$ cat src/bvs_pkg.sv
// ----------------------------------------------------------------------------
// Bitmap video scan-out package
// Shared constants, codes and structs of the 1bpp bitmap video scan-out.
// ----------------------------------------------------------------------------
package bvs_pkg;

	localparam int unsigned RAM_BYTES     = 8192;
	localparam int unsigned RAM_AW        = 13;
	localparam int unsigned DEF_FIRST_ROW = 32;

	localparam logic [8:0] LAST_COL      = 9'd259;
	localparam logic [2:0] LOAD_PHASE    = 3'd4;
	localparam logic [7:0] LAST_RAW_ROW  = 8'd255;
	localparam logic [7:0] FLIP_ROW_BASE = 8'd223;
	localparam logic [8:0] FLIP_COL_BASE = 9'd261;

	typedef enum logic {
		FUNC_WRITE = 1'b0,
		FUNC_TICK  = 1'b1
	} func_t;

	typedef struct packed {
		logic              we;
		logic              re;
		logic [RAM_AW-1:0] addr;
		logic [7:0]        wdata;
	} ram_req_t;

	typedef struct packed {
		logic       pixel_on;
		logic [7:0] row;
		logic [8:0] column;
		logic       frame_end;
	} pix_t;

endpackage

$ cat src/bvs_outq.sv
// ----------------------------------------------------------------------------
// Result output queue
// Output register with one skid entry between the sequencer and the sink.
// ----------------------------------------------------------------------------
module bvs_outq
	import bvs_pkg::*;
(
	input  logic clk,
	input  logic arst_n,
	input  logic push,
	input  pix_t push_data,
	input  logic out_stall,
	output logic out_valid,
	output pix_t out_data,
	output logic full
);

	logic out_valid_q;
	logic skid_valid_q;
	pix_t out_q;
	pix_t skid_q;
	logic pop;

	assign pop = out_valid_q && !out_stall;

	always_ff @(posedge clk or negedge arst_n) begin
		if (!arst_n) begin
			out_valid_q  <= 1'b0;
			skid_valid_q <= 1'b0;
		end else if (pop) begin
			out_valid_q  <= skid_valid_q || push;
			skid_valid_q <= skid_valid_q && push;
		end else if (out_valid_q) begin
			skid_valid_q <= skid_valid_q || push;
		end else begin
			out_valid_q <= push;
		end
	end

	always_ff @(posedge clk) begin
		if (pop) begin
			if (skid_valid_q) begin
				out_q  <= skid_q;
				skid_q <= push_data;
			end else begin
				out_q <= push_data;
			end
		end else if (out_valid_q) begin
			if (push) begin
				skid_q <= push_data;
			end
		end else begin
			out_q <= push_data;
		end
	end

	assign out_valid = out_valid_q;
	assign out_data  = out_q;
	assign full      = skid_valid_q;

endmodule

$ cat config.mk
export PLATFORM = sky130hd
export DESIGN_NAME = bvs_outq
export DESIGN_NICKNAME = d
export VERILOG_FILES = /design/src/bvs_pkg.sv /design/src/bvs_outq.sv
export SDC_FILE = /design/constraint.sdc
export NUM_CORES = 1
export LEC_CHECK = 0
export ABC_CLOCK_PERIOD_IN_PS = 5400
export BUFFER_PORTS_ARGS = -buffer_cell sky130_fd_sc_hd__buf_4
export CAP_MARGIN = 20
export CELL_PAD_IN_SITES_DETAIL_PLACEMENT = 1
export CELL_PAD_IN_SITES_GLOBAL_PLACEMENT = 2
export CORE_MARGIN = 2
export CORE_UTILIZATION = 39
export CTS_CLUSTER_SIZE = 24
export DETAILED_ROUTE_END_ITERATION = 8
export PLACE_DENSITY_LB_ADDON = 0.1
export SLEW_MARGIN = 10
export SYNTH_ARGS = -nofsm -noshare
export SYNTH_HDL_FRONTEND = slang
export SYNTH_SLANG_ARGS = --single-unit
$ cat constraint.sdc
create_clock -name clk -period 5.4 [get_ports clk]
set_input_delay 1.08 -clock clk [delete_from_list [all_inputs] [get_ports clk]]
set_output_delay 1.08 -clock clk [all_outputs]
set_load 0.005 [all_outputs]
==> run metrics <==
outcome=completed; detailed placer's ending HPWL=1.888 mm; post_cts resized=0; Static Leak=0.8049 nW; hold_buf cts=0; clock sinks=40; Post-Syn Nets=93; first-pass GRT wire length=4.471 mm; TNS Setup=0 ns; largest net degree at the start of global routing=20; Hold Crit Class=flip-flop to flip-flop; Yosys cell types=14; Synthesis Warnings=0; number of global-route vias before repair=894; Slew Viols, Final=0; Final Hold Viols=0; Post-CTS Setup Repair Bufs=0; VDD IR max=0.1767 mV; Post-Synth Simple-Gate Area=0.01954; Adder-Cell Fraction of Synth Area=0; ys flop type=edfxtp_1; setup violators final=0; Synth Area in Compound Gates=0.01466; die width=66.77 µm; Gate Count Post-Synth=70; Reg clk slew, reported paths=0.07 ns; Via Count=797; starting density of the core=0.4135; global route total overflow=0; final period utilization=0.4457; RSZ-0062 raised after global routing=no; worst path cell trace=buf_4 -> nand3b_1 -> buf_8 -> mux2_4; DRC Markers=0; hold_ws=0.5513 ns; die area=4458 µm²; Crit Path Max Fanout=12; Worst path top cell family by delay=simple AND/OR/NAND/NOR gates; Final min period=2.407 ns; asr flop ratio synth=0.05000; number of non-filler instances in the completed layout=167; Bufs and invs on worst path=2; worst-margin pin slew=0.9717 ns; worst-skew pair later-pin latency=0.28 ns; Detail Route Antenna Nets=0; GRT Util Overall=0.1412; fmax=415.5 MHz; number of flops mapped to enable cells by yosys=38; share of cells above drive strength 1=0.6050; core footprint=3716 µm²; CTS tree=built; PwrDens=345.2 nW/µm²; Num CTS Buffers=5; xor and xnor fraction of the mapped netlist area=0; largest family of logic cells by synthesized area=multiplexers; area delta synth->final=29.32%; antenna violations before repair=0; Final Wtd Congestion=0.5951; fin nets=142; placed cells=160; Max stage delay on crit path=0.56 ns; root buf cell=clkbuf_8; syn_area_per_cell=21.95 µm²; IO Port Bufs=43; slowest cell on the critical path=nand3b_1; Vias/cell=4.772; I/O pins=44; Rows=22; sequential share of the synthesized area=0.7752; total wire length after detailed routing=2.632 mm; die span in y=66.77 µm; # H-tree levels=2; DRT Pass-1 Iters=4; clock skew=0.005388 ns; Avg WL per Cell=15.76 µm; post-synthesis mux area share=0.1702; crit end category=flip-flop; Critical Path AT=2.44 ns; Clock Tree Buf Depth=2; Setup crit start kind=primary input; Netlist Area Pre-Place=1536 µm²; Rel. slew slack=0.3493; max-cap violation count=0; WP data required=5.43 ns; Antenna Cells=0; DRT iter0 DRCs=73; power consumption=0.6858 mW; WS Path Type=primary input to flip-flop; Yosys reg bits=40
[cells in the final DEF, fill, tap and decap left out, drive strengths merged]
master,n
a21o,1
a22o,1
buf,44
clkbuf,5
clkinv,1
clkinvlp,1
dfrtp,2
edfxtp,38
mux2,19
mux2i,1
nand2,1
nand2b,2
nand3b,1
nor2b,1
o21ai,1
[layout make-up]
| cell class | count | area, µm² |
|---|---|---|
| clock inverters | 2 | 12.51 |
| flip-flops and latches | 40 | 1191 |
| repair buffers | 44 | 337.8 |
| well taps | 48 | 60.06 |
| multi-input cells | 28 | 316.6 |
| clock buffers | 5 | 68.82 |
| fillers | 362 | 1729 |
[power breakdown]
| group | internal, mW | switching [mW] | total, mW |
|---|---|---|---|
| clock | 0.0874 | 0.0943 | 0.182 |
| combinational | 0.0620 | 0.0425 | 0.104 |
| sequential | 0.387 | 0.0126 | 0.400 |
| total | 0.536 | 0.149 | 0.686 |
[routing by layer]
metal  share of wire  vias to the layer above  track usage
li1                -                      367            -
met3           0.069                        2      0.04054
met5               0                        -            0
met1            0.39                      401       0.1726
met4          0.0076                        0      0.06122
met2            0.54                       27       0.2325
[flip-flops by register name (all words and copies together), names as in the netlist]
signal	count
full	1
out_data	19
out_valid	1
skid_q	19
[synthesized netlist by cell type, types with 2 or more instances]
cell type / instances / area share
mux2_2: 9 / 0.066
nand2b_1: 2 / 0.0081
edfxtp_1: 38 / 0.74
mux2_4: 10 / 0.098
dfrtp_1: 2 / 0.033
[worst register-to-register path, stage by stage, from the launching register on]
cell and delay (ns):
dfrtp_1 0.46, nand3b_1 0.53, buf_8 0.36, mux2_4 0.30
[through the flow]
| step | util | setup WS [ns] | instance area [µm²] |
|---|---|---|---|
| 2_1_floorplan | - | 2.929 | 1536 |
| 3_3_place_gp | 0.5088 | 2.447 | 1891 |
| 3_5_place_dp | 0.5128 | 2.669 | 1906 |
| 4_1_cts | 0.5347 | 2.969 | 1987 |
| 5_1_grt | 0.5347 | 2.894 | 1987 |
| 6_report | 0.5347 | 2.993 | 1987 |
[kinds of logic (layout without fill, tap and decap cells)]
| kind of cell | Yosys count | count (layout) |
|---|---|---|
| AND/OR/NAND/NOR | 5 | 5 |
| AO/OA/AOI/OAI | 3 | 3 |
| multiplexers | 20 | 20 |
| buffers and inverters | 2 | 51 |
| flip-flops | 40 | 40 |
[final timing paths]
check                                     to  slack [ns]  depth (start not counted)  startpoint
worst max register to register  out_data[10]        3.49                          3   out_valid
worst min-delay path            out_data[18]        0.55                          1  skid_q[18]
worst min register to register  out_data[18]        0.55                          1  skid_q[18]
min in group asynchronous          out_valid        0.57                          1      arst_n
max in group asynchronous               full        4.74                          1      arst_n
worst max-delay path            out_data[10]        2.99                          4   out_stall
(Power assumes the default switching activity.)
