### src/bvs_pkg.sv
// ----------------------------------------------------------------------------
// Bitmap video scan-out package
// Shared constants, codes and structs of the 1bpp bitmap video scan-out.
// ----------------------------------------------------------------------------
package bvs_pkg;

	localparam int unsigned RAM_BYTES     = 8192;
	localparam int unsigned RAM_AW        = 13;
	localparam int unsigned DEF_FIRST_ROW = 32;

	localparam logic [8:0] LAST_COL      = 9'd259;
	localparam logic [2:0] LOAD_PHASE    = 3'd4;
	localparam logic [7:0] LAST_RAW_ROW  = 8'd255;
	localparam logic [7:0] FLIP_ROW_BASE = 8'd223;
	localparam logic [8:0] FLIP_COL_BASE = 9'd261;

	typedef enum logic {
		FUNC_WRITE = 1'b0,
		FUNC_TICK  = 1'b1
	} func_t;

	typedef struct packed {
		logic              we;
		logic              re;
		logic [RAM_AW-1:0] addr;
		logic [7:0]        wdata;
	} ram_req_t;

	typedef struct packed {
		logic       pixel_on;
		logic [7:0] row;
		logic [8:0] column;
		logic       frame_end;
	} pix_t;

endpackage

### src/bvs_scan.sv
// ----------------------------------------------------------------------------
// Scan-out sequencer
// Beam counters, pixel shifter and video RAM access for writes and fetches.
// ----------------------------------------------------------------------------
module bvs_scan
	import bvs_pkg::*;
#(
	parameter int unsigned FIRST_ROW = DEF_FIRST_ROW
) (
	input  logic              clk,
	input  logic              arst_n,
	input  logic              accept,
	input  logic              func,
	input  logic [RAM_AW-1:0] write_address,
	input  logic [7:0]        write_data,
	input  logic              flip,
	input  logic [7:0]        rdata,
	output ram_req_t          ram_req,
	output logic              res_valid,
	output pix_t              res
);

	localparam logic [7:0] FIRST_ROW_B = 8'(FIRST_ROW);

	logic [8:0] col_q;
	logic [7:0] raw_row_q;
	logic [7:0] shifter_q;
	logic       fetched_q;

	logic [7:0] shifter_eff;
	logic [8:0] col_next;
	logic       line_end;
	logic       frame_last;
	logic       load;
	logic       tick;
	logic [7:0] row_rel;

	// A fetched byte sits in the RAM read register until the next tick
	// consumes it. Reads and writes never share a cycle, and the byte is
	// captured when fetched, so later writes to that entry cannot disturb it.
	assign shifter_eff = fetched_q ? rdata : shifter_q;
	assign tick        = accept && (func_t'(func) == FUNC_TICK);
	assign col_next    = col_q + 9'd1;
	assign line_end    = col_q >= LAST_COL;
	assign frame_last  = line_end && (raw_row_q == LAST_RAW_ROW);
	assign load        = !line_end && !col_next[8] && (col_next[2:0] == LOAD_PHASE);
	assign row_rel     = raw_row_q - FIRST_ROW_B;

	always_comb begin
		ram_req.we    = accept && (func_t'(func) == FUNC_WRITE);
		ram_req.re    = tick && load;
		ram_req.addr  = ram_req.we ? write_address : {raw_row_q, col_next[7:3]};
		ram_req.wdata = write_data;
	end

	always_comb begin
		res_valid     = tick;
		res.pixel_on  = shifter_eff[0];
		res.row       = flip ? (FLIP_ROW_BASE - row_rel) : row_rel;
		res.column    = flip ? (FLIP_COL_BASE - col_q) : col_q;
		res.frame_end = frame_last;
	end

	always_ff @(posedge clk or negedge arst_n) begin
		if (!arst_n) begin
			col_q     <= '0;
			raw_row_q <= FIRST_ROW_B;
			shifter_q <= '0;
			fetched_q <= 1'b0;
		end else if (tick) begin
			if (line_end) begin
				col_q     <= '0;
				raw_row_q <= frame_last ? FIRST_ROW_B : raw_row_q + 8'd1;
				shifter_q <= frame_last ? 8'd0 : (shifter_eff >> 1);
				fetched_q <= 1'b0;
			end else begin
				col_q     <= col_next;
				shifter_q <= shifter_eff >> 1;
				fetched_q <= load;
			end
		end
	end

endmodule

### config.mk
export PLATFORM = sky130hd
export DESIGN_NAME = bvs_scan
export DESIGN_NICKNAME = d
export VERILOG_FILES = /design/src/bvs_pkg.sv /design/src/bvs_scan.sv
export SDC_FILE = /design/constraint.sdc
export NUM_CORES = 1
export LEC_CHECK = 0
export BUFFER_PORTS_ARGS = -buffer_cell sky130_fd_sc_hd__buf_2
export CAP_MARGIN = 10
export CORE_AREA = 5 5 103 86
export DETAILED_ROUTE_END_ITERATION = 10
export DIE_AREA = 0 0 108 91
export HOLD_SLACK_MARGIN = 0.15
export SLEW_MARGIN = 40
export SYNTH_ARGS = -nofsm -noshare
export SYNTH_HDL_FRONTEND = slang
export SYNTH_SLANG_ARGS = --single-unit
### constraint.sdc
create_clock -name clk -period 2.3 [get_ports clk]
set_clock_uncertainty 0.05 [all_clocks]
set_input_delay 0.115 -clock clk [delete_from_list [all_inputs] [get_ports clk]]
set_output_delay 0.115 -clock clk [all_outputs]
set_load 0.005 [all_outputs]
==> results of run 1 <==
final cells by class:
class,count,area share
Sequential cell,25,0.265
Tap cell,108,0.0568
Inverter,6,0.00947
Clock buffer,4,0.0189
Multi-Input combinational cell,155,0.447
Timing Repair Buffer,81,0.203
timing repair:
action	CTS	global route
resized for setup	0	4
endpoints found under the hold margin	31	0
setup endpoints to repair	0	2
hold buffers	8	0
buffers inserted	0	1
registers in the layout, indices dropped and copies added (netlist names):
name / count
col_q: 9
fetched_q: 1
raw_row_q: 8
shifter_q: 7
metal layers:
metal	global-route usage	routed length (µm)	vias up
met4	0.00946	12	0
met2	0.170	2340	48
li1	-	-	847
met3	0.0227	268	2
met1	0.138	2360	812
met5	0	0	-
worst max-delay path by stage:
stage               endpoint  cells past startpoint  slack (ns)
floorplan           col_q[4]                      5        0.39
global placement    col_q[4]                      5        0.34
detailed placement  col_q[4]                      5        0.26
CTS                   res[0]                      6        0.03
global route          res[0]                      6        0.04
finish                res[0]                      6        0.12
power by group:
part	leakage [µW]	internal (µW)	switching [µW]
logic	0.000810	328	336
registers	0.000330	522	84.4
clock network	0.0000228	124	148
stage by stage:
stage          area [µm²]  total power [µW]  worst slack, ns  utilization
3_5_place_dp         2240              1270            0.260        0.291
6_report             2380              1540            0.124        0.309
2_1_floorplan        1860              1030            0.389            -
3_3_place_gp         2240              1250            0.335        0.291
5_1_grt              2380              1660           0.0446        0.309
4_1_cts              2360              1560           0.0321        0.307
cell usage in the layout, fill, tap and decap left out, types with 6 or more instances in the layout:
cell type | netlist | routed
xnor2_1 | 10 | 10
nand3_1 | 9 | 9
nand2_1 | 28 | 28
xor2_1 | 13 | 13
o21ai_0 | 26 | 26
buf_4 | 12 | 12
dfrtp_1 | 24 | 22
ha_1 | 8 | 7
inv_1 | 6 | 6
a31oi_1 | 6 | 6
mux2_2 | 7 | 7
buf_2 | 3 | 60
mux2i_1 | 6 | 6
dlygate4sd3_1 | 0 | 8
nor2_1 | 8 | 8
synthesized netlist by cell type (3+ instances only):
cell       n
a211o_1    3
a31oi_1    6
and3_1     4
buf_2      3
buf_4     12
clkbuf_1   9
dfrtp_1   24
ha_1       8
inv_1      6
mux2_2     7
mux2i_1    6
nand2_1   28
nand3_1    9
nand4_1    4
nor2_1     8
o21ai_0   26
xnor2_1   10
xor2_1    13
kinds of logic (layout without fill, tap and decap cells):
group | Yosys count | after routing | share of synthesized area
multiplexers | 13 | 13 | 0.0745
flip-flops | 25 | 25 | 0.336
AO/OA/AOI/OAI | 48 | 48 | 0.170
buffers and inverters | 32 | 91 | 0.0946
AND/OR/NAND/NOR | 63 | 63 | 0.163
XOR/XNOR | 23 | 23 | 0.108
adder cells (fa/ha/maj) | 8 | 8 | 0.0537
==> impl_metrics.tcl, run 1 <==
set metrics [dict create \
    areaGrowthSynthToFinish_pct 27.5 \
    finalSetupTns_ns 0 \
    first_pass_iters 4 \
    cellPowerDensity_mw_per_mm2 649 \
    cp_max_fo 8 \
    die-area_mm2 0.00983 \
    gr-total-overflow 0 \
    cts-buffers-inserted 3 \
    gp_congestion 0.750 \
    drv_slew 0 \
    cp_num_buf_inv 2 \
    clk_latency_ns 0.27 \
    hold-path-cell-count 0 \
    crit_path_end_kind "primary output" \
    yosysUniqueCellTypes 39 \
    reg2reg_depth 4 \
    hold_slack_ns 0.180 \
    fin_crit_sh 0.946 \
    cts_buffer_depth 2 \
    hold_class "in -> out" \
    htreeDepth 1 \
    io_buffers 60 \
    syn_avg_cell_area_um2 8.79 \
    r2r_end "col_q[4]" \
    fill_cells 844 \
    cp_slowest_cell "dfrtp_2" \
    rsz0062_at_grt "no" \
    die_y_um 91 \
    syn_nets 254 \
    grt_start_max_net_pins 26 \
    critPathLaunch "col_q[1]" \
    arrival_ns 2.01 \
    yosysSeqAreaShare 0.336 \
    crit_chain "ha_2, a211o_1, o31ai_4, buf_6, nor2_1, buf_2" \
    start_kind "flop" \
    critPathMaxStageDelay_ns 0.47 \
    core_area_mm2 0.00769 \
    tightest_slew_ns 0.623 \
    synth-seq-cells 25 \
    routed_wl_mm 4.98 \
    grt_pass1_wl_mm 8.33 \
    vdd_drop_max_uv 216 \
    crit_type "reg -> out" \
    die_w_um 108 \
    yosysWarnings 0 \
    syn-cell-area_mm2 0.00186 \
    root_buffer "clkbuf_8" \
    dp_cells 366 \
    cp_top_family "compound AO/OA/AOI/OAI gates" \
    hp-start "write_data[0]" \
    cp.required_ns 2.13 \
    diodes 0 \
    p_leak_uw 0.00116 \
    track_usage 0.101 \
    hold_end "ram_req[0]" \
    clock_sinks 25 \
    vias 1709 \
    clkSlewWorstSetupHoldPaths_ns 0.09 \
    setup_viol 0 \
    status "complete, no violations" \
    start_util 0.242 \
    cap_violations 0 \
    synth_edf_count 0 \
    avgRoutedWirePerCell_um 13.1 \
    reg2reg_slack_ns 0.28 \
    num_rows 29 \
    ys.flop_type "dfrtp_1" \
    cts_tree "done" \
    post-route-drc-count 0 \
    final_net_count 314 \
    relSlewSlack 0.585 \
    seq_area_um2 629 \
    vias_per_cell 4.51 \
    synth_area_leader_cell "dfrtp_1" \
    max_freq_ghz 0.460 \
    rr_startpoint "col_q[6]" \
    grt_pass1_vias 1699 \
    multiInputGateArea_mm2 0.00106 \
    ys_async_sr_fraction 1.00 \
    drt_iter0_drc 62 \
    finalNonFillerCells 379 \
    hold_viol 0 \
    drive_above_1_share 0.339 \
    dpl.hpwl_mm 3.73 \
    synth_top_area_share 0.322 \
    synthTopCellsByArea "dfrtp_1 (32%), o21ai_0 (7.0%), xor2_1 (6.1%)" \
    fin_crit_ns 2.18 \
    ioPinCount 77 \
    synth_cells 212 \
    antenna_left 0 \
    antenna_found_initial 0 \
]
Note: power is estimated with default switching activity, not from simulation.
==> run 2: changes to the inputs <==
Settings changed: SKIP_CTS_REPAIR_TIMING set to 1.
Clock period 2.3 ns to 2.7 ns, I/O delays scaled along.
==> impl_metrics.tcl, run 2 (same netlist as run 1, synthesis figures left out) <==
set metrics [dict create \
    p_int_uw 798 \
    clkSlewWorstSetupHoldPaths_ns 0.09 \
    num_rows 29 \
    hold_viol 0 \
    drive_above_1_share 0.311 \
    cap_violations 0 \
    reg2reg_depth 4 \
    largest_reg_flops 9 \
    p_switching_uw 463 \
    gr-total-overflow 0 \
    top_layer "met4" \
    p_leak_uw 0.00110 \
    ioPinCount 77 \
    p_sw_frac 0.367 \
    endpoint "res[0]" \
    crit_chain "or4_4, o31ai_4, buf_4, nor2_1, buf_2" \
    wirelength_met1_mm 2.37 \
    gp_congestion 0.726 \
    die-area_mm2 0.00983 \
    areaGrowthSynthToFinish_pct 20.7 \
    track_usage 0.0969 \
    clk_latency_ns 0.27 \
    finalNonFillerCells 365 \
    setup_viol 0 \
    grt_pass1_wl_mm 7.85 \
    crit_path_end_kind "primary output" \
    clock_sinks 25 \
    antenna_left 0 \
    vdd_drop_max_uv 245 \
    vias 1638 \
    cp_num_buf_inv 2 \
    cp_max_fo 11 \
    rr_startpoint "col_q[3]" \
    pwr-share-comb 0.383 \
    vias_per_cell 4.49 \
    top_regs "col_q (9), raw_row_q (8), shifter_q (7)" \
    fin_crit_sh 0.912 \
    cp_slowest_cell "or4_4" \
    die_y_um 91 \
    dp_cells 358 \
    avgRoutedWirePerCell_um 13.2 \
    critPathLaunch "col_q[3]" \
    relSlewSlack 0.552 \
    reg2reg_slack_ns 0.33 \
    final_common_cell "buf_2" \
    cellPowerDensity_mw_per_mm2 560 \
    p_total_uw 1260 \
    cts_tree "done" \
    drv_slew 0 \
    final_net_count 300 \
    critPathMaxStageDelay_ns 0.62 \
    largest_register "col_q" \
    io_buffers 60 \
    core_area_mm2 0.00769 \
    power_frac_seq 0.440 \
    cts-buffers-inserted 3 \
    fin_crit_ns 2.46 \
    wl_met2_mm 2.20 \
    status "complete, no violations" \
    cp.required_ns 2.52 \
    rsz0062_at_grt "no" \
    cts_buffer_depth 2 \
    r2r_end "shifter_q[0]" \
    arrival_ns 2.28 \
    htreeDepth 1 \
    root_buffer "clkbuf_8" \
    met3_length_um 228 \
    drt_iter0_drc 118 \
    diodes 0 \
    fill_cells 870 \
    start_kind "flop" \
    antenna_found_initial 0 \
    crit_type "reg -> out" \
    tightest_slew_ns 0.666 \
    finalSetupTns_ns 0 \
    start_util 0.242 \
    cp_top_family "simple AND/OR/NAND/NOR gates" \
    grt_start_max_net_pins 26 \
    mostFrequentLayoutCells "buf_2 (60), nand2_1 (28), o21ai_0 (26), dfrtp_1 (24), xor2_1 (13)" \
    cp.depth 5 \
    grt_pass1_vias 1577 \
    post-route-drc-count 0 \
    routed_wl_mm 4.82 \
    hold_class "in -> reg" \
    dpl.hpwl_mm 3.64 \
    max_freq_ghz 0.406 \
    die_w_um 108 \
    first_pass_iters 4 \
    clkPwrFrac 0.177 \
]
==> run 2: cell types whose count changed in the layout (fill, tap and decap cells not counted), sizes merged <==
cell / change
buf: -9
dlygate4sd3: -5
==> run 2: through the flow <==
stage | instance area (µm²) | utilization | setup WS [ns] | hold WS (ns)
2_1_floorplan | 1860 | - | 0.789 | -0.211
5_1_grt | 2250 | 0.293 | 0.145 | 0.156
4_1_cts | 2220 | 0.289 | 0.232 | -0.167
3_5_place_dp | 2180 | 0.283 | 0.385 | 0.128
6_report | 2250 | 0.293 | 0.236 | 0.112
3_3_place_gp | 2180 | 0.283 | 0.490 | 0.117
==> run 2: area by class of cell <==
cell class | instances | area, µm² | area share
clock buffer | 4 | 45.0 | 0.0200
inverter | 6 | 22.5 | 0.0100
multi-input combinational | 155 | 1060 | 0.471
sequential | 25 | 627 | 0.278
tap | 108 | 135 | 0.0600
timing repair buffer | 67 | 360 | 0.160
==> run 2: how the worst min path moves through the flow <==
| stage | start | to | slack (ns) | depth (start not counted) |
|---|---|---|---|---|
| 3_3_place_gp | arst_n | raw_row_q[4] | 0.12 | 1 |
| 6_report | rdata[5] | shifter_q[4] | 0.11 | 3 |
| 5_1_grt | rdata[2] | shifter_q[1] | 0.16 | 3 |
| 2_1_floorplan | arst_n | col_q[0] | -0.21 | 0 |
| 4_1_cts | arst_n | col_q[7] | -0.17 | 1 |
| 3_5_place_dp | arst_n | raw_row_q[0] | 0.13 | 1 |
==> run 2: per-layer routing <==
layer,global-route usage,vias to the layer above
li1,-,822
met1,0.137,777
met2,0.152,37
met3,0.0262,2
met4,0.0126,0
met5,0,-
==> run 2: power groups by stage <==
| stage | combinational, µW | clock (µW) | sequential, µW |
|---|---|---|---|
| 6_report | 483 | 224 | 555 |
| 5_1_grt | 544 | 244 | 575 |
| 3_5_place_dp | 487 | 0 | 561 |
| 4_1_cts | 490 | 232 | 553 |
| 3_3_place_gp | 481 | 0 | 554 |
| 2_1_floorplan | 382 | 0 | 494 |
==> run 2: tightest hold or removal path, cell delays in order <==
cell	delay (ns)
buf_2	0.07
mux2i_1	0.05
o21ai_0	0.13
